**src/ehma_pkg.sv**
```systemverilog
// ehma_pkg: shared types, constants and helpers of the exponential hull moving average
// used by the controller, the datapath and the top level; depends on nothing
`timescale 1ns / 1ps
`default_nettype none

package ehma_pkg;

  // word widths
  localparam int SAMPLE_W = 32;
  localparam int GAIN_W   = 17;
  localparam int CFG_IDX_W = 2;

  // gain register indexes
  localparam logic [CFG_IDX_W-1:0] CFG_GAIN_HALF = 2'd0;
  localparam logic [CFG_IDX_W-1:0] CFG_GAIN_FULL = 2'd1;
  localparam logic [CFG_IDX_W-1:0] CFG_GAIN_ROOT = 2'd2;

  // gain reset value, 1.0 in q1.16
  localparam logic [GAIN_W-1:0] GAIN_ONE = 17'd65536;

  // saturation bounds
  localparam logic signed [SAMPLE_W-1:0] Q_MAX = 32'sh7FFF_FFFF;
  localparam logic signed [SAMPLE_W-1:0] Q_MIN = 32'sh8000_0000;

  // rounding offset, half an lsb after the q16 shift
  localparam logic signed [50:0] ROUND_HALF = 51'sd32768;

  // controller states
  typedef enum logic [3:0] {
    ST_IDLE,
    ST_INIT,
    ST_MUL_HALF,
    ST_MUL_FULL,
    ST_UPD_FULL,
    ST_TARGET,
    ST_MUL_HULL,
    ST_UPD_HULL,
    ST_WRITE
  } state_t;

  // which average the shared multiplier or the accumulator works on
  typedef enum logic [1:0] {
    SEL_HALF,
    SEL_FULL,
    SEL_HULL
  } avg_sel_t;

  // controller to datapath commands
  typedef struct packed {
    logic     load_sample;
    logic     init_avgs;
    logic     mul_en;
    avg_sel_t mul_sel;
    logic     upd_en;
    avg_sel_t upd_sel;
    logic     tgt_en;
    logic     out_load;
  } dp_cmd_t;

  // datapath to controller status
  typedef struct packed {
    logic primed;
  } dp_status_t;

  // clamp a wide signed value to the q16.16 range
  function automatic logic signed [SAMPLE_W-1:0] sat32(input logic signed [35:0] v);
    logic signed [35:0] hi;
    logic signed [35:0] lo;
    hi = 36'(Q_MAX);
    lo = 36'(Q_MIN);
    if (v > hi) begin
      return Q_MAX;
    end else if (v < lo) begin
      return Q_MIN;
    end else begin
      return v[SAMPLE_W-1:0];
    end
  endfunction

endpackage

`default_nettype wire

```
**src/ehma_dp.sv**
```systemverilog
// ehma_dp: averages, gain registers, shared multiplier and output word register
// depends on ehma_pkg; driven by ehma_ctrl through dp_cmd_t
`timescale 1ns / 1ps
`default_nettype none

module ehma_dp (
  input  wire                                 clk,
  input  wire                                 rst_n,
  input  ehma_pkg::dp_cmd_t                   cmd,
  output ehma_pkg::dp_status_t                status,
  input  wire  signed [ehma_pkg::SAMPLE_W-1:0] in_sample,
  input  wire                                 cfg_wr,
  input  wire         [ehma_pkg::CFG_IDX_W-1:0] cfg_index,
  input  wire         [ehma_pkg::GAIN_W-1:0]   cfg_data,
  output logic signed [ehma_pkg::SAMPLE_W-1:0] out_hull_value
);
  import ehma_pkg::*;

  logic                       primed_r;
  logic [GAIN_W-1:0]          gain_half_r;
  logic [GAIN_W-1:0]          gain_full_r;
  logic [GAIN_W-1:0]          gain_root_r;
  logic signed [SAMPLE_W-1:0] sample_r;
  logic signed [SAMPLE_W-1:0] avg_half_r;
  logic signed [SAMPLE_W-1:0] avg_full_r;
  logic signed [SAMPLE_W-1:0] avg_hull_r;
  logic signed [SAMPLE_W-1:0] target_r;
  logic signed [50:0]         prod_r;
  logic signed [SAMPLE_W-1:0] out_r;

  logic signed [SAMPLE_W-1:0] mul_avg;
  logic signed [SAMPLE_W-1:0] mul_tgt;
  logic [GAIN_W-1:0]          mul_gain;
  logic signed [32:0]         diff;
  logic signed [50:0]         prod_nxt;
  logic signed [SAMPLE_W-1:0] upd_avg;
  logic signed [50:0]         rounded;
  logic signed [34:0]         delta;
  logic signed [35:0]         upd_sum;
  logic signed [SAMPLE_W-1:0] upd_nxt;
  logic signed [35:0]         tgt_sum;
  logic signed [SAMPLE_W-1:0] target_nxt;

  // multiplier operand select
  always_comb begin
    case (cmd.mul_sel)
      SEL_HALF: begin
        mul_avg  = avg_half_r;
        mul_tgt  = sample_r;
        mul_gain = gain_half_r;
      end
      SEL_FULL: begin
        mul_avg  = avg_full_r;
        mul_tgt  = sample_r;
        mul_gain = gain_full_r;
      end
      SEL_HULL: begin
        mul_avg  = avg_hull_r;
        mul_tgt  = target_r;
        mul_gain = gain_root_r;
      end
      default: begin
        mul_avg  = avg_half_r;
        mul_tgt  = sample_r;
        mul_gain = gain_half_r;
      end
    endcase
  end

  // exact difference and product, 33 by 18 bits signed
  assign diff     = {mul_tgt[SAMPLE_W-1], mul_tgt} - {mul_avg[SAMPLE_W-1], mul_avg};
  assign prod_nxt = diff * $signed({1'b0, mul_gain});

  // accumulate: round the q16 product, add to the average, clamp
  always_comb begin
    case (cmd.upd_sel)
      SEL_HALF: upd_avg = avg_half_r;
      SEL_FULL: upd_avg = avg_full_r;
      SEL_HULL: upd_avg = avg_hull_r;
      default:  upd_avg = avg_half_r;
    endcase
  end

  assign rounded = prod_r + ROUND_HALF;
  assign delta   = rounded[50:16];
  assign upd_sum = 36'(upd_avg) + 36'(delta);
  assign upd_nxt = sat32(upd_sum);

  // hull target from the new half and full averages
  assign tgt_sum    = (36'(avg_half_r) <<< 1) - 36'(avg_full_r);
  assign target_nxt = sat32(tgt_sum);

  // gain registers and primed flag
  always_ff @(posedge clk) begin
    if (!rst_n) begin
      gain_half_r <= GAIN_ONE;
      gain_full_r <= GAIN_ONE;
      gain_root_r <= GAIN_ONE;
      primed_r    <= 1'b0;
    end else begin
      if (cfg_wr) begin
        unique case (cfg_index)
          CFG_GAIN_HALF: gain_half_r <= cfg_data;
          CFG_GAIN_FULL: gain_full_r <= cfg_data;
          CFG_GAIN_ROOT: gain_root_r <= cfg_data;
          default: ;
        endcase
      end
      if (cmd.init_avgs) begin
        primed_r <= 1'b1;
      end
    end
  end

  // payload registers
  always_ff @(posedge clk) begin
    if (cmd.load_sample) begin
      sample_r <= in_sample;
    end
    if (cmd.mul_en) begin
      prod_r <= prod_nxt;
    end
    if (cmd.tgt_en) begin
      target_r <= target_nxt;
    end
    if (cmd.init_avgs) begin
      avg_half_r <= sample_r;
      avg_full_r <= sample_r;
      avg_hull_r <= sample_r;
    end else if (cmd.upd_en) begin
      case (cmd.upd_sel)
        SEL_HALF: avg_half_r <= upd_nxt;
        SEL_FULL: avg_full_r <= upd_nxt;
        SEL_HULL: avg_hull_r <= upd_nxt;
        default: ;
      endcase
    end
    if (cmd.out_load) begin
      out_r <= avg_hull_r;
    end
  end

  assign status.primed  = primed_r;
  assign out_hull_value = out_r;

endmodule

`default_nettype wire

```
**src/ehma_ctrl.sv**
```systemverilog
// ehma_ctrl: sequencer that steps the datapath through the three average updates
// depends on ehma_pkg; drives ehma_dp through dp_cmd_t and owns the handshakes
`timescale 1ns / 1ps
`default_nettype none

module ehma_ctrl (
  input  wire                   clk,
  input  wire                   rst_n,
  input  wire                   in_valid,
  output logic                  in_stall,
  output logic                  out_valid,
  input  wire                   out_stall,
  input  ehma_pkg::dp_status_t  status,
  output ehma_pkg::dp_cmd_t     cmd
);
  import ehma_pkg::*;

  state_t state_r;
  state_t state_nxt;
  logic   out_valid_r;
  logic   out_valid_nxt;
  logic   out_free;

  // output word slot is free when empty or being taken
  assign out_free = !out_valid_r || !out_stall;

  // state register
  always_ff @(posedge clk) begin
    if (!rst_n) begin
      state_r     <= ST_IDLE;
      out_valid_r <= 1'b0;
    end else begin
      state_r     <= state_nxt;
      out_valid_r <= out_valid_nxt;
    end
  end

  // next state and commands
  always_comb begin
    state_nxt       = state_r;
    cmd             = '0;
    cmd.mul_sel     = SEL_HALF;
    cmd.upd_sel     = SEL_HALF;
    out_valid_nxt   = out_valid_r && out_stall;
    unique case (state_r)
      ST_IDLE: begin
        if (in_valid) begin
          cmd.load_sample = 1'b1;
          state_nxt       = status.primed ? ST_MUL_HALF : ST_INIT;
        end
      end
      ST_INIT: begin
        cmd.init_avgs = 1'b1;
        state_nxt     = ST_WRITE;
      end
      ST_MUL_HALF: begin
        cmd.mul_en  = 1'b1;
        cmd.mul_sel = SEL_HALF;
        state_nxt   = ST_MUL_FULL;
      end
      ST_MUL_FULL: begin
        cmd.mul_en  = 1'b1;
        cmd.mul_sel = SEL_FULL;
        cmd.upd_en  = 1'b1;
        cmd.upd_sel = SEL_HALF;
        state_nxt   = ST_UPD_FULL;
      end
      ST_UPD_FULL: begin
        cmd.upd_en  = 1'b1;
        cmd.upd_sel = SEL_FULL;
        state_nxt   = ST_TARGET;
      end
      ST_TARGET: begin
        cmd.tgt_en = 1'b1;
        state_nxt  = ST_MUL_HULL;
      end
      ST_MUL_HULL: begin
        cmd.mul_en  = 1'b1;
        cmd.mul_sel = SEL_HULL;
        state_nxt   = ST_UPD_HULL;
      end
      ST_UPD_HULL: begin
        cmd.upd_en  = 1'b1;
        cmd.upd_sel = SEL_HULL;
        state_nxt   = ST_WRITE;
      end
      ST_WRITE: begin
        // hold the result until the output slot frees up
        if (out_free) begin
          cmd.out_load  = 1'b1;
          out_valid_nxt = 1'b1;
          state_nxt     = ST_IDLE;
        end
      end
      default: begin
        state_nxt = ST_IDLE;
      end
    endcase
  end

  assign in_stall  = (state_r != ST_IDLE);
  assign out_valid = out_valid_r;

endmodule

`default_nettype wire

```
**src/exponential_hull_moving_average_top.sv**
```systemverilog
// exponential_hull_moving_average_top: top level of the hull moving average block
// depends on ehma_pkg, ehma_ctrl and ehma_dp
//
//   channel | ports                                   | handshake
//   --------+-----------------------------------------+-------------------------
//   input   | in_valid, in_stall, in_sample           | valid high, stall low
//   result  | out_valid, out_stall, out_hull_value    | valid high, stall low
//   config  | cfg_valid, cfg_ready, cfg_index, cfg_data | valid and ready high
//
// a primed word is accepted, then runs three multiplies on one shared 33x18 multiplier
// and three accumulates (half accumulate overlaps full multiply), a target step and the
// output load; the first word after reset is only initialised and loaded; the result
// sits in an output register, so the input is free again while it waits; a long
// out_stall only holds the next word in its final cycle
// synchronous active-low reset sets gains to 1.0 and clears the primed flag
// cfg_ready is always high; the user must write gains while idle, unchecked by the block
`timescale 1ns / 1ps
`default_nettype none

module exponential_hull_moving_average_top (
  input  wire                                   clk,
  input  wire                                   rst_n,
  input  wire                                   in_valid,
  output logic                                  in_stall,
  input  wire  signed [ehma_pkg::SAMPLE_W-1:0]  in_sample,
  output logic                                  out_valid,
  input  wire                                   out_stall,
  output logic signed [ehma_pkg::SAMPLE_W-1:0]  out_hull_value,
  input  wire                                   cfg_valid,
  output logic                                  cfg_ready,
  input  wire         [ehma_pkg::CFG_IDX_W-1:0] cfg_index,
  input  wire         [ehma_pkg::GAIN_W-1:0]    cfg_data
);
  import ehma_pkg::*;

  dp_cmd_t    cmd;
  dp_status_t status;

  // gain writes never wait
  assign cfg_ready = 1'b1;

  ehma_ctrl u_ctrl (
    .clk       (clk),
    .rst_n     (rst_n),
    .in_valid  (in_valid),
    .in_stall  (in_stall),
    .out_valid (out_valid),
    .out_stall (out_stall),
    .status    (status),
    .cmd       (cmd)
  );

  ehma_dp u_dp (
    .clk            (clk),
    .rst_n          (rst_n),
    .cmd            (cmd),
    .status         (status),
    .in_sample      (in_sample),
    .cfg_wr         (cfg_valid && cfg_ready),
    .cfg_index      (cfg_index),
    .cfg_data       (cfg_data),
    .out_hull_value (out_hull_value)
  );

endmodule

`default_nettype wire

```
**config.mk**
```make
export PLATFORM = sky130hd
export DESIGN_NAME = exponential_hull_moving_average_top
export DESIGN_NICKNAME = d
export VERILOG_FILES = /design/src/ehma_pkg.sv /design/src/ehma_dp.sv /design/src/ehma_ctrl.sv /design/src/exponential_hull_moving_average_top.sv
export SDC_FILE = /design/constraint.sdc
export NUM_CORES = 2
export LEC_CHECK = 0
export ABC_CLOCK_PERIOD_IN_PS = 23500
export BUFFER_PORTS_ARGS = -buffer_cell sky130_fd_sc_hd__buf_2
export CORE_MARGIN = 3
export CORE_UTILIZATION = 45
export DETAILED_ROUTE_END_ITERATION = 8
export GPL_ROUTABILITY_DRIVEN = 0
export GPL_TIMING_DRIVEN = 0
export PLACE_DENSITY = 0.61
export SLEW_MARGIN = 10
export SYNTH_ARGS = -nofsm -noshare
export SYNTH_HDL_FRONTEND = slang
export SYNTH_SLANG_ARGS = --single-unit
```
**constraint.sdc**
```tcl
create_clock -name clk -period 23.5 [get_ports clk]
set_input_delay 2.35 -clock clk [delete_from_list [all_inputs] [get_ports clk]]
set_output_delay 2.35 -clock clk [all_outputs]
set_load 0.01 [all_outputs]
```
==> metrics <==
Slew @ Worst Pin=1410 ps; clock sinks=285; Final Hold Fails=0; Resized Gates After CTS=0; hpwl dp=97.7 mm; Yosys cell types=83; Die Width=292 microns; largest cells by area after synthesis=fa_1, edfxtp_1, ha_1; FF+latch count, synth=285; WL per Instance=21.8 microns; WP data required=23,800 ps; Worst path slowest cell=xor2_1; Core ar.=0.0809 sq mm; deepest clock path buffer count=3; Detailed Route WL=115 mm; htree depth=1; clock latency at the later pin of the worst-skew pair=580 ps; CP dominant cell by count=fa_1; final setup TNS=0 ps; Die Height=292 microns; Tcrit/Tclk final=61.8%; max-cap viol count=0; site row count=104; final max-slew violation count=0; post-CTS setup buffer count=0; Seq/Total Area, Yosys=21.6%; Post-synth top flop=edfxtp_1; largest net degree at the start of global routing=28; syn_nets=4,900; CTS Hold Buffers Added=0; fin nets=5,031; Inserted Clock Buffers=30; global-route wire length before repair=179 mm; skew final=20.6 ps; worst reg-to-reg setup slack=8980 ps; startpoint types=flop; area of the multi-input gates=0.0257 sq mm; via-per-instance ratio=5.60; DR vias=29.7k; Mean Syn Cell Area=9.04 sq um; IO buf count=88; drc violations=0; cell area after synthesis=0.0369 sq mm; relative max-transition margin=5.63%; Synth warnings=0; drt pass-1 iters=9; Reg area=0.00799 sq mm; WS Path Type=flop to flop; # fillers=7,753; global route overflow=0; CP Capture Type=flop; Initial Utilization=45.6%; minimum clock period=14,520 ps; max frequency=0.0688 GHz; diode count=0; P&R area growth vs syn=8.35%; critical path data arrival time=14,820 ps; Initial DRC Count=2,720; Root Buffer=clkbuf_16; # IOs=91; die area=0.0855 sq mm; asr flop ratio synth=0%; CTS clk-pin slew, worst paths=70 ps; Final Setup Violations=0; status=completed; ratio of cells with drive above 1 in the final layout=6.16%; Antenna Violating Nets Remaining=0; Yosys top cell by area=fa_1; vias in the first global route=30.2k; Post-synth EDFFs=228; aggregate global-route resource usage=27.2%; worst stage delay on the critical path=880 ps; Hold Crit Class=flop to flop; Post-Synthesis Cells=4,084; worst path buffer plus inverter count=11; TritonCTS clock tree=yes; unrepaired setup endpoints after global routing=false; Max FO, Critical Path=10; Worst path top cell family by delay=adder cells; top-area cell type share of the netlist area=29.1%; initial antenna violation count=3
[cells by family after synthesis]
family	share of synthesized area, %
muxes	1.08
adders and majority gates	36.7
xor gates and xnor gates	4.31
AOI/OAI and AO/OA	13.4
and+or+nand+nor	13.8
buffers and inverters	9.13
DFF	21.6
other	0.0102
[cell usage in the layout (no fill, tap or decap), types with 21 or more instances in the layout]
master     netlist  routed
inv_1          697     699
nand2_1        583     583
fa_1           537     537
nor2_1         359     355
edfxtp_1       228     228
ha_1           223     223
a21oi_1        186     184
clkbuf_1       158     160
o21ai_0        102     102
xnor2_1        108      99
buf_2            9      97
a22oi_1         80      80
a21o_1          79      79
xor2_1          72      68
a21boi_0        57      57
dfxtp_1         57      57
nand3_1         51      51
nand4_1         35      35
and2_1          33      33
o21ai_1         34      33
a31oi_1         32      32
nor2b_1         31      31
nand2b_1        31      31
mux2_2          31      31
clkbuf_16        0      30
nor3_1          23      23
o21a_1          21      21
[flip-flops by register name, indices dropped and copies added, names as in the netlist]
| register | count |
|---|---|
| u_dp.prod_r | 36 |
| u_dp.avg_full_r | 32 |
| u_dp.avg_half_r | 32 |
| u_dp.avg_hull_r | 32 |
| u_dp.out_hull_value | 32 |
| u_dp.sample_r | 32 |
| u_dp.target_r | 32 |
| u_dp.gain_full_r | 17 |
| u_dp.gain_half_r | 17 |
| u_dp.gain_root_r | 17 |
| u_ctrl.state_r | 4 |
| u_ctrl.out_valid | 1 |
| u_dp.status | 1 |
[Yosys cell counts, types with 32 or more instances]
cell type / n
a21oi_1: 186
nand3_1: 51
ha_1: 223
nor2_1: 359
clkbuf_1: 158
nand4_1: 35
a21o_1: 79
a31oi_1: 32
o21ai_0: 102
a21boi_0: 57
edfxtp_1: 228
dfxtp_1: 57
xor2_1: 72
o21ai_1: 34
a22oi_1: 80
fa_1: 537
nand2_1: 583
inv_1: 697
xnor2_1: 108
and2_1: 33
[metrics by stage]
stage               util, %  setup WS [ps]  instances  hold WS [ps]  cell area, sq um
floorplan                 -          12810       4084           440             36900
global placement       47.8           9230       5232           450             38700
detailed placement     48.2           8960       5243           458             39000
CTS                    49.4           8880       5299           467             40000
global route           49.4           8150       5299           485             40000
finish                 49.4           8980       5299           466             40000
[worst paths after layout]
path / cells past startpoint / end / from
min: 2 / u_dp.gain_full_r[11]$_SDFFE_PN0P_ / u_dp.gain_full_r[11]$_SDFFE_PN0P_
min reg2reg: 2 / u_dp.gain_full_r[11]$_SDFFE_PN0P_ / u_dp.gain_full_r[11]$_SDFFE_PN0P_
max: 43 / u_dp.prod_r[46]$_DFFE_PP_ / u_ctrl.state_r[3]$_SDFFE_PN0P_
max reg2reg: 43 / u_dp.prod_r[46]$_DFFE_PP_ / u_ctrl.state_r[3]$_SDFFE_PN0P_
[area by class of cell]
cell class / count / area share (%)
clock inverters: 21 / 0.407
plain buffers: 185 / 1.89
repair buffers: 99 / 1.57
clock buffers: 35 / 2.00
flip-flops and latches: 285 / 20.0
well taps: 1060 / 3.32
multi-input cells: 2917 / 64.3
inverters: 697 / 6.54
[worst register-to-register path, delay by kind of cell (launching register included)]
kind	cells	cell delay [ps]
adders and majority gates	10	4370
buffers and inverters	11	2910
and+or+nand+nor	6	1030
AOI/OAI and AO/OA	14	4190
xor gates and xnor gates	2	1410
DFF	1	320
[metal layers]
metal	track usage, %	vias to the layer above	wire [microns]
li1	-	13500	-
met5	0	-	17
met1	36.0	14800	46700
met2	44.8	1168	53500
met4	10.9	2	5560
met3	4.59	232	9720
Power is left out: the tool's default activity adds up to more than one toggle a clock period on the data nets, which glitch-free logic cannot reach.
